===== src/rtl/core/ncpe_pkg.sv =====
package ncpe_pkg;

	localparam int MAX_POINTS_DEF = 64;
	localparam int MAX_DEGREE_DEF = 7;

	localparam logic OP_LOAD = 1'b0;
	localparam logic OP_EVAL = 1'b1;

	localparam logic ST_OK   = 1'b0;
	localparam logic ST_ZERO = 1'b1;

	typedef enum logic {
		REG_DEGREE      = 1'b0,
		REG_POINT_COUNT = 1'b1
	} reg_idx_t;

	typedef struct packed {
		logic busy;
		logic done;
	} div_stat_t;

endpackage


===== src/rtl/core/ncpe_div.sv =====
module ncpe_div #(
	parameter int DW  = 53,
	parameter int DDW = 37
) (
	input  logic               clk,
	input  logic               arst_n,
	input  logic               go,
	input  logic [DW-1:0]      dividend,
	input  logic [DDW-1:0]     divisor,
	output logic [DW-1:0]      quot,
	output ncpe_pkg::div_stat_t stat
);
	import ncpe_pkg::*;

	localparam int CW = $clog2(DW + 1);

	logic [DDW-1:0] rem_q;
	logic [DW-1:0]  quo_q;
	logic [DDW-1:0] d_q;
	logic [CW-1:0]  cnt_q;
	logic           busy_q;
	logic           done_q;
	logic [DDW:0]   sh;
	logic [DDW:0]   diff;
	logic           ge;

	assign sh   = {rem_q, quo_q[DW-1]};
	assign ge   = sh >= {1'b0, d_q};
	assign diff = sh - {1'b0, d_q};

	always_ff @(posedge clk or negedge arst_n) begin
		if (!arst_n) begin
			busy_q <= 1'b0;
			done_q <= 1'b0;
			cnt_q  <= '0;
		end else begin
			done_q <= 1'b0;
			if (go) begin
				busy_q <= 1'b1;
				cnt_q  <= CW'(DW);
				rem_q  <= '0;
				quo_q  <= dividend;
				d_q    <= divisor;
			end else if (busy_q) begin
				rem_q <= ge ? diff[DDW-1:0] : sh[DDW-1:0];
				quo_q <= {quo_q[DW-2:0], ge};
				cnt_q <= cnt_q - 1'b1;
				if (cnt_q == CW'(1)) begin
					busy_q <= 1'b0;
					done_q <= 1'b1;
				end
			end
		end
	end

	assign quot      = quo_q;
	assign stat.busy = busy_q;
	assign stat.done = done_q;

endmodule


===== config.mk =====
export PLATFORM = sky130hd
export DESIGN_NAME = ncpe_div
export DESIGN_NICKNAME = d
export VERILOG_FILES = /design/src/rtl/core/ncpe_pkg.sv /design/src/rtl/core/ncpe_div.sv
export SDC_FILE = /design/constraint.sdc
export NUM_CORES = 1
export LEC_CHECK = 0
export BUFFER_PORTS_ARGS = -buffer_cell sky130_fd_sc_hd__buf_2
export CAP_MARGIN = 15
export CORE_MARGIN = 4
export CORE_UTILIZATION = 27
export CTS_BUF_LIST = sky130_fd_sc_hd__clkbuf_4 sky130_fd_sc_hd__clkbuf_8
export DETAILED_ROUTE_END_ITERATION = 6
export PLACE_DENSITY = 0.48
export SYNTH_ARGS = -nofsm -noshare
export SYNTH_HDL_FRONTEND = slang
export SYNTH_SLANG_ARGS = --single-unit

===== constraint.sdc =====
create_clock -name clk -period 8.9 [get_ports clk]
set_clock_uncertainty 0.2 [all_clocks]
set_input_delay 0.445 -clock clk [delete_from_list [all_inputs] [get_ports clk]]
set_output_delay 0.445 -clock clk [all_outputs]
set_load 0.01 [all_outputs]

Word-level counts from Yosys, hierarchy flattened
Index checks and enable logic that the tools add are counted.
{"block": "totals", "regBits": 135, "latchBits": 0, "ram_bits": 0, "romBits": 0, "in_bits": 93, "out_inout_bits": 55, "n_memories": 0}
{"block": "op_classes", "add_sub_neg": 2, "mul": 0, "div_mod_pow": 0, "n_lt_le_gt_ge": 1, "eq_ne": 1, "shift": 0, "mux": 12, "bitwise_logic": 0, "n_reduce_logical": 3}
{"cell": "two-way mux 53 bit", "count": 2}
{"cell": "two-way mux 37 bit", "count": 2}
{"cell": ">= comparator 38 x 37 -> 1 bit", "count": 1}
{"cell": "subtractor 37 bit", "count": 1}
{"cell": "two-way mux 6 bit", "count": 2}
{"cell": "equality test 6 x 1 -> 1 bit, second input constant", "count": 1}
{"cell": "two-way mux 1 bit", "count": 6}
{"cell": "subtractor 6 x 1 -> 6 bit, second input constant", "count": 1}
{"cell": "AND reduction 2 bit", "count": 2}
{"cell": "nonzero test 2 bit", "count": 1}

Depth between registers and ports, before layout
Gate-level depths: netlist of the first run.
{"block": "logic_depth", "word_depth": 4, "ltp_mapped": 15}

Worst setup path before layout of the first run
OpenSTA, ideal clock, no wires.
{"block": "synth_path", "kind": "flip-flop to flip-flop", "startpoint": "register busy_q", "endpoint": "register quo_q[0], in the netlist quot[0] (enable)", "t_arrival_ps": 3291, "required_time_ps": 8230, "path_slack_ps": 4940, "path_stages_with_launch": 5, "n_path_buf": 2, "synth_period_minus_slack_ps": 3960, "path_cell_list": "dfrtp_1 -> clkbuf_1 -> clkbuf_1 -> nor2_1 -> nor2b_1"}
{"block": "synth_via", "elab_chain_cells": 2}
{"element": "start: declaration", "line_no": "ncpe_div.sv:21", "text": "logic busy_q;"}
{"element": "start signal: assignment", "line_no": "ncpe_div.sv:33", "text": "busy_q <= 1'b0;"}
{"element": "start signal: assignment", "line_no": "ncpe_div.sv:39", "text": "busy_q <= 1'b1;"}
{"element": "start signal: assignment", "line_no": "ncpe_div.sv:49", "text": "busy_q <= 1'b0;"}
{"element": "nonzero test 2 bit (no line)"}
{"element": "AND reduction 2 bit (no line)"}
{"element": "end signal: assignment", "line_no": "ncpe_div.sv:42", "text": "quo_q <= dividend;"}
{"element": "end signal: assignment", "line_no": "ncpe_div.sv:46", "text": "quo_q <= {quo_q[DW-2:0], ge};"}
{"element": "end: declaration", "line_no": "ncpe_div.sv:18", "text": "logic [DW-1:0] quo_q;"}
Every way passes these cells.
A chain may end at the register's enable or synchronous reset.

Final worst setup path of the first run
{"block": "layout_path", "startpoint": "register quo_q[52], in the netlist quot[52]", "endpoint": "register rem_q[12], data pin"}
{"block": "layout_via", "elab_chain_cells": 3, "elab_cells_between_ends": 4, "classes_between": "add/sub (1); order compare (1); mux (2)"}
{"element": "subtractor 37 bit / >= comparator 38 x 37 -> 1 bit (equally long branches)", "line_no": "ncpe_div.sv:29, ncpe_div.sv:28"}
{"element": "two-way mux 37 bit *", "line_no": "ncpe_div.sv:45", "text": "rem_q <= ge ? diff[DDW-1:0] : sh[DDW-1:0];"}
{"element": "two-way mux 37 bit *", "line_no": "ncpe_div.sv:44", "text": "end else if (busy_q) begin"}
{"element": "end signal: assignment", "line_no": "ncpe_div.sv:45"}
{"element": "end: declaration", "line_no": "ncpe_div.sv:17", "text": "logic [DDW-1:0] rem_q;"}
Every way passes the cells marked *; elsewhere a longest branch is shown, timed or not.

==> metrics.yaml, run 1 <==
arrival_ps: 4690
cts_root_buf: "clkbuf_8"
yosysSeqAreaShare_pct: 50.4
finalNetCount: 1023
leakage_nw: 3.98
hp-class: "in2reg"
cp_data_required_time_ps: 8900
ys_seq_elements: 135
core_um2: 28900
critPathLaunchType: "register"
pwr_density_cell_nw_per_um2: 196
num_io_pins: 148
route.detailed.drc: 0
numCtsBuffers: 17
cpPeakStageDelay_ps: 670
syn-instance-count: 723
die_y_um: 180
grtUsageTotal_pct: 12.6
min_to: "quot[51]"
slew_viol_final: 0
synth-async-reset-ratio_pct: 5.93
wl_met3_um: 1540
drtIter0Drc: 306
setup_tns_ps: 0
tritoncts: "yes"
top_layer: "met4"
worst_ir_drop_vdd_mv: 0.0971
end_kind: "register"
htreeDepth: 4
wl_per_cell_um: 16.1
start_util_pct: 27.5
die_w_um: 180
synth_cell_type_count: 61
via_per_inst: 4.71
min_from: "dividend[51]"
critPathKind: "reg2reg"
ys_warn_count: 0
hold_viol_final: 0
grt_max_degree: 81
wirelength_um: 20700
wl_met1_um: 9570
whs_path_depth: 2
fmax_mhz: 214
synth_flop_cell: "edfxtp_1"
crit_fanout: 46
slew-limit-headroom_pct: 35.3
slowest_stage: "a41oi_4"
fin_crit_sh_pct: 52.6
grt_pass1_vias: 6319
cp_common_cell: "inv_1"
synth_edf_count: 127
worstMarginPinSlew_ps: 971
drive_above_1_share_pct: 27.6
dieArea_um2: 32300
netlist_area_um2: 7970
final_core_util_pct: 33.9
antenna_found_initial: 1
p_total_w: 0.00192
vias: 6064
antenna_left: 0
syn_area_per_cell_um2: 11.0
syn-num-nets: 856
syn_to_final_growth_pct: 23.0
outcome: "completed"
routabilityCongestion: 0.787
finalSetupViolCount: 0
ctsResizeCount: 0
grt_overflow_total: 0
ff2ff_path_depth: 14
hpwl_um: 14500
clock-sinks: 135
rsz0062_at_grt: "false"
first_pass_iters: 4
r2r_end: "rem_q[12]"
grt_pass1_wl_um: 33300
cap_violations: 0
path_cells: "inv_1, ha_1, inv_1, fa_1, a211oi_2, o21ai_0, a21oi_1, o211ai_2, a21o_4, a41oi_4, buf_4, mux2_2, mux2i_1, nor2_1"
reg2reg_slack_ps: 4220
r2r-start: "quot[52]"
critPathTopFamily: "compound AO/OA/AOI/OAI gates"
wl_met2_um: 9350
insertion_delay_ps: 470
io_buffers: 147
clk_pin_slew_ps: 90
path_buf_inv: 3
std_cell_rows: 62
layout_min_cycle_time_ps: 4680
clock_path_buffers: 2
==> how the worst max path moves through the flow <==
| stage | startpoint | to | slack (ps) | depth (start not counted) |
|---|---|---|---|---|
| floorplan | busy_q | quot[0] | 4940 | 4 |
| global placement | quot[52] | rem_q[12] | 4310 | 14 |
| detailed placement | quot[52] | rem_q[12] | 4220 | 14 |
| CTS | quot[52] | rem_q[12] | 4190 | 14 |
| global route | quot[52] | rem_q[12] | 3770 | 14 |
| finish | quot[52] | rem_q[12] | 4220 | 14 |
==> where the power goes <==
| part | switching, W | total [W] | leakage [nW] | internal (W) |
|---|---|---|---|---|
| combinational | 0.000335 | 0.000600 | 2.47 | 0.000265 |
| clock | 0.000295 | 0.000501 | 0.185 | 0.000205 |
| sequential | 0.0000412 | 0.000817 | 1.33 | 0.000776 |
==> placed cells by master (no fill, tap or decap), types with 3 or more instances in the layout <==
master	n
a21oi_1	59
nor2_1	65
ha_1	39
o211ai_1	12
inv_6	4
nand2_1	46
o21ai_0	19
o221ai_1	4
a211oi_1	29
o21bai_1	9
buf_2	146
dlygate4sd3_1	38
o31ai_1	5
a21o_1	14
mux2i_1	4
nor2b_1	6
nand4_1	11
o211a_1	8
inv_1	47
clkinv_4	3
xnor2_1	20
xor2_1	15
dfrtp_1	7
buf_4	6
inv_8	5
and2_1	4
clkbuf_8	17
nor3_1	10
mux2_2	53
o21a_1	8
nand3_1	14
edfxtp_1	127
==> layer usage <==
metal / GRT usage, % / up-vias
met5: 0 / -
met2: 19.5 / 157
met4: 3.72 / 0
li1: - / 3042
met1: 16.2 / 2850
met3: 5.03 / 15
==> through the flow <==
stage	instances	setup slack [ps]	hold slack (ps)	area, um2
after CTS	1287	4190	31.7	9800
after global placement	1217	4310	311	9050
after global routing	1288	3770	20.1	9800
after detailed placement	1217	4220	313	9050
final	1288	4220	75.8	9800
after floorplan	723	4940	-50.6	7970
==> flip-flops by register name (all words and copies together) (netlist names) <==
signal and cells:
busy_q 1, done_q 1, quot 53, rem_q 37, d_q 37, cnt_q 6
==> cell families after synthesis <==
logic type,count (synthesis),share of synthesized area [%]
flip-flops,135,50.4
multiplexers,57,7.99
XOR/XNOR,35,3.85
AO/OA/AOI/OAI,194,17.0
adder cells (fa/ha/maj),40,6.38
buffers and inverters,90,4.60
AND/OR/NAND/NOR,172,9.78
==> worst register-to-register path, cell delays in order, from the launching register on <==
cell and delay [ps]:
edfxtp_1 410, inv_1 80, ha_1 160, inv_1 50, fa_1 430, a211oi_2 310
o21ai_0 170, a21oi_1 350, o211ai_2 200, a21o_4 250, a41oi_4 670, buf_4 540
mux2_2 420, mux2i_1 130, nor2_1 50
==> cells in the mapped netlist, types with 2 or more instances <==
library cell	n	area [um2]
edfxtp_1	127	3810
a21o_1	14	105
xnor2_1	20	175
nor4_1	2	12.5
a31o_2	2	17.5
o211a_1	8	80.1
and2_1	5	31.3
inv_1	47	176
clkbuf_1	28	105
o221ai_1	4	35.0
or3_1	2	12.5
a21oi_1	59	295
mux2i_1	4	40.0
buf_4	4	30.0
nand4_1	11	68.8
buf_1	4	15.0
a41o_1	2	20.0
xor2_1	15	131
a41oi_1	2	17.5
o21a_1	8	60.1
nand2_1	46	173
o31ai_1	5	37.5
a211o_1	2	17.5
a211oi_1	29	218
dfrtp_1	8	200
and3_1	2	12.5
o21ai_0	19	95.1
mux2_2	53	597
buf_2	5	25.0
nor2_1	65	244
o211ai_1	12	90.1
nand2b_1	2	12.5
nand3_1	14	70.1
ha_1	39	488
o41ai_1	2	17.5
a221oi_1	2	17.5
o21bai_1	9	67.6
nor2b_1	7	43.8
nand3b_1	2	15.0
o21ba_2	2	20.0
nor3_1	10	50.1
==> final cells by class <==
class | instances | area (um2)
antenna | 1 | 2.50
clock buffer | 17 | 234
clock inverter | 15 | 136
fill | 2961 | 19100
inverter | 48 | 180
multi-input combinational | 498 | 3590
sequential | 135 | 4020
tap | 384 | 480
timing repair buffer | 190 | 1160
==> repair_timing <==
action / CTS / global route
setup buffers: 0 / 0
hold buffers: 38 / 0
endpoints found under the hold margin: 45 / 0
(Power assumes the default switching activity.)
==> run 2: changes to the inputs <==
- PLACE_DENSITY: 0.48 -> 0.49
- clock period: 8.9 -> 3.7 ns (I/O delays scaled with it)
==> run 2 against run 1 <==
Combinational power grew to 2.7 times the previous value. Final cell count grew 6.2%. Via count grew 5.2%. Core utilization grew 3.1 points. Wire length grew 5.3%. Global-route usage grew 0.73 points. Worst setup slack lost 4000 ps. First-iteration DRC count shrank 6.9%. Non-clock buffer count grew 81. Critical endpoint unchanged. Highest routed layer unchanged.
==> metrics.yaml, run 2 (same netlist as run 1, synthesis figures left out) <==
first_pass_iters: 4
p_total_w: 0.00504
end_kind: "register"
syn_to_final_growth_pct: 34.2
cap_violations: 0
finalSetupViolCount: 0
finalNetCount: 1104
stdcell_count: 1368
p_int_w: 0.00340
seqPwrFrac_pct: 39.0
critPathLaunchType: "register"
final_cell_mix: "buf_2, edfxtp_1, dlygate4sd3_1"
largest_reg_flops: 53
grt_pass1_vias: 6704
hold_ws_ps: 243
clock_power_share_pct: 29.1
grt_pass1_wl_um: 35400
drive_above_1_share_pct: 28.2
slew-limit-headroom_pct: 36.6
wl_per_cell_um: 15.9
die_w_um: 180
num_io_pins: 148
clock_path_buffers: 2
route.detailed.drc: 0
grtUsageTotal_pct: 13.3
start_util_pct: 27.5
cp_data_required_time_ps: 3700
ff2ff_path_depth: 14
io_buffers: 147
via_per_inst: 4.66
htreeDepth: 4
dieArea_um2: 32300
clk_pin_slew_ps: 90
leakage_nw: 4.40
grt_max_degree: 44
slew_viol_final: 0
pwr_density_cell_nw_per_um2: 471
fmax_mhz: 287
grt_overflow_total: 0
cts_root_buf: "clkbuf_8"
routabilityCongestion: 0.803
worst_ir_drop_vdd_mv: 0.343
switchingPower_w: 0.00164
num_antenna_cells: 0
clock-sinks: 135
combPwrFrac_pct: 31.9
worstMarginPinSlew_ps: 951
std_cell_rows: 62
tritoncts: "yes"
drtIter0Drc: 285
fin_crit_sh_pct: 94.2
swShare_pct: 32.5
outcome: "completed"
vias: 6378
crit_fanout: 5
antenna_left: 0
antenna_found_initial: 1
arrival_ps: 3490
place_ws_ps: -25.3
numCtsBuffers: 17
timing.final.ws_setup_ps: 215
final_core_util_pct: 36.9
wirelength_um: 21800
critPathKind: "reg2reg"
layout_min_cycle_time_ps: 3490
hp-class: "in2reg"
hpwl_um: 15100
core_um2: 28900
layout_commonest_cell: "buf_2"
insertion_delay_ps: 450
hold_viol_final: 0
place_inst: 1240
whs_path_depth: 2
die_y_um: 180
==> run 2: cell types whose count changed in the layout (fill, tap and decap cells not counted), moves of 2 or more <==
cell and change:
buf_12 +2, buf_4 +21, buf_6 +2, bufinv_16 +4, clkinv_4 -2, dlygate4sd3_1 +55
==> run 2: cell type report <==
class	instances	area, um2
Clock buffer	17	234
Clock inverter	15	230
Fill cell	2892	18200
Inverter	48	180
Multi-Input combinational cell	498	3600
Sequential cell	135	4020
Tap cell	384	480
Timing Repair Buffer	271	1950
==> run 2: path summary, 6_finish.rpt <==
kind,start,end,slack [ps]
hold / removal,divisor[6],d_q[6],240
min in group asynchronous,arst_n,done_q,330
hold reg to reg,cnt_q[5],cnt_q[5],320
setup / recovery,quot[52],rem_q[12],210
setup reg to reg,quot[52],rem_q[12],210
max in group asynchronous,arst_n,cnt_q[1],2540
==> run 2: stage by stage <==
step                area [um2]  setup TNS [ps]
finish                   10700               0
global route             10700           -21.4
CTS                      10600               0
detailed placement        9230           -98.9
global placement          9230               0
floorplan                 7970               0
==> run 2: power groups by stage <==
stage          Sequential [W]  Clock [W]  Combinational (W)
3_5_place_dp          0.00200          0            0.00149
6_report              0.00197    0.00147            0.00160
3_3_place_gp          0.00200          0            0.00148
5_1_grt               0.00199    0.00159            0.00179
2_1_floorplan         0.00199          0            0.00106
4_1_cts               0.00197    0.00152            0.00157
==> run 2: layer usage <==
layer  vias up  share of wire [%]  routed length, um  track usage (%)
li1       3200                  -                  -                -
met1      3007                 46               9960             17.4
met2       161                 46              10100             21.5
met3        10                7.2               1560             4.53
met4         0               0.87                189             2.71
met5         -                  0                  0                0
==> run 2: worst max-delay path, cell delays in order, from the launching register on <==
cell and delay, ps:
edfxtp_1 420, inv_1 80, ha_1 160, inv_1 60, fa_1 420, a211oi_2 290
o21ai_1 160, a21oi_2 240, o211ai_2 140, a21o_4 240, a41oi_4 160, buf_12 160
mux2_2 320, mux2i_1 130, nor2_1 50
==> run 2: what timing repair did <==
item,CTS,global route
setup buffers,0,2
endpoints found under the setup margin,14,36
hold buffers,93,0
gates cloned,0,1
hold endpoints to repair,101,0
resized for setup,1,3
pin swaps,0,3
==> run 3: changes to the inputs <==
- CAP_MARGIN: 15 -> not set
- CORE_MARGIN: 4 -> not set
==> run 3 against run 2 <==
Worst setup slack gained 19 ps. Worst hold slack worse by 15 ps. First-iteration DRC count up 12%. Combinational power about the same. Clock power decreased by 16%. Largest cell class unchanged.
==> metrics.yaml, run 3 (same netlist as run 1, synthesis figures left out) <==
critPathKind: "reg2reg"
layout_commonest_cell: "buf_2"
worstMarginPinSlew_ps: 972
critPathLaunchType: "register"
place_ws_ps: -14.6
r2r-start: "quot[52]"
dieArea_um2: 30200
clock_power_share_pct: 25.9
finalSetupViolCount: 0
first_pass_iters: 4
swShare_pct: 33.9
worst_ir_drop_vdd_mv: 0.251
outcome: "completed"
hpwl_um: 14700
die_y_um: 174
combPwrFrac_pct: 32.9
htreeDepth: 4
grt_pass1_vias: 6768
timing.final.ws_setup_ps: 234
leakage_nw: 4.33
cpPeakStageDelay_ps: 420
clock_path_buffers: 2
grt_overflow_total: 0
crit_end: "rem_q[12]"
seqPwrFrac_pct: 41.2
fmax_mhz: 289
num_io_pins: 148
cts_root_buf: "clkbuf_8"
start_util_pct: 27.6
wl_per_cell_um: 15.5
p_total_w: 0.00478
p_int_w: 0.00316
wirelength_um: 21200
rsz0062_at_grt: "false"
grtUsageTotal_pct: 14.6
route.detailed.drc: 0
final_cell_mix: "buf_2, edfxtp_1, dlygate4sd3_1"
slew-limit-headroom_pct: 35.2
largest_reg_flops: 53
drive_above_1_share_pct: 27.8
routabilityCongestion: 0.791
slowest_stage: "fa_1"
hp-class: "in2reg"
crit_fanout: 4
r2r_end: "rem_q[12]"
die_w_um: 174
crit_start: "quot[52]"
clk_pin_slew_ps: 100
min_from: "divisor[8]"
std_cell_rows: 62
arrival_ps: 3480
finalNetCount: 1100
end_kind: "register"
grt_pass1_wl_um: 35100
path_cells: "inv_1, ha_1, inv_1, fa_1, a211oi_2, o21ai_1, a21oi_2, o211ai_2, a21o_4, a41oi_4, buf_4, mux2_2, mux2i_1, nor2_1"
ff2ff_path_depth: 14
pwr_density_cell_nw_per_um2: 453
clock-sinks: 135
tritoncts: "yes"
vias: 6408
fin_crit_sh_pct: 93.7
drtIter0Drc: 318
via_per_inst: 4.70
reg2reg_slack_ps: 230
antenna_found_initial: 0
hold_viol_final: 0
num_antenna_cells: 0
antenna_left: 0
insertion_delay_ps: 470
switchingPower_w: 0.00162
io_buffers: 147
numCtsBuffers: 17
syn_to_final_growth_pct: 32.5
slew_viol_final: 0
cp_data_required_time_ps: 3710
cp_common_cell: "inv_1"
core_um2: 28900
place_inst: 1238
stdcell_count: 1364
cap_violations: 0
grt_max_degree: 81
layout_min_cycle_time_ps: 3470
run 3: routing by layer:
metal,GRT usage (%),part of all wire [%],up-vias
li1,-,-,3182
met1,18.6,47,3032
met2,23.8,46,178
met3,4.36,6.3,16
met4,3.95,0.87,0
met5,0,0,-
run 3: through the flow:
| stage | cell area, um2 | util, % | hold WS (ps) | setup TNS, ps |
|---|---|---|---|---|
| finish | 10600 | 36.6 | 228 | 0 |
| global route | 10600 | 36.6 | 204 | 0 |
| CTS | 10500 | 36.5 | 197 | 0 |
| detailed placement | 9240 | 32.0 | 163 | -17.4 |
| global placement | 9240 | 32.0 | 163 | 0 |
| floorplan | 7970 | - | -311 | 0 |
run 3: worst min path at each step:
stage	end	slack, ps	cells after the start
2_1_floorplan	busy_q	-310	0
5_1_grt	d_q[33]	200	2
3_3_place_gp	d_q[34]	160	1
4_1_cts	d_q[10]	200	2
3_5_place_dp	d_q[26]	160	1
6_report	d_q[8]	230	2
run 3: final cells by class:
class / instances / area (um2)
Tap cell: 384 / 480
Clock inverter: 15 / 141
Timing Repair Buffer: 267 / 1910
Sequential cell: 135 / 4020
Inverter: 48 / 180
Fill cell: 2912 / 18300
Multi-Input combinational cell: 498 / 3600
Clock buffer: 17 / 234
run 3: critical path: cells and delay by family, from the launching register on:
family          cells  cell delay [ps]
compound gates      6             1230
fa+ha+maj           2              580
buf+inv             3              290
flops               1              410
mux                 2              470
simple gates        1               50
run 3: power by group through the flow:
stage	Combinational, W	Clock, W	Sequential, W
global route	0.00177	0.00133	0.00199
global placement	0.00150	0	0.00200
detailed placement	0.00149	0	0.00200
floorplan	0.00106	0	0.00199
finish	0.00157	0.00124	0.00197
CTS	0.00158	0.00128	0.00197
run 3: repair_timing:
item / CTS / global route
hold buffers: 92 / 0
pin swaps: 0 / 2
setup endpoints to repair: 2 / 36
hold endpoints to repair: 99 / 0
setup buffers: 0 / 2
gates resized for setup: 1 / 2
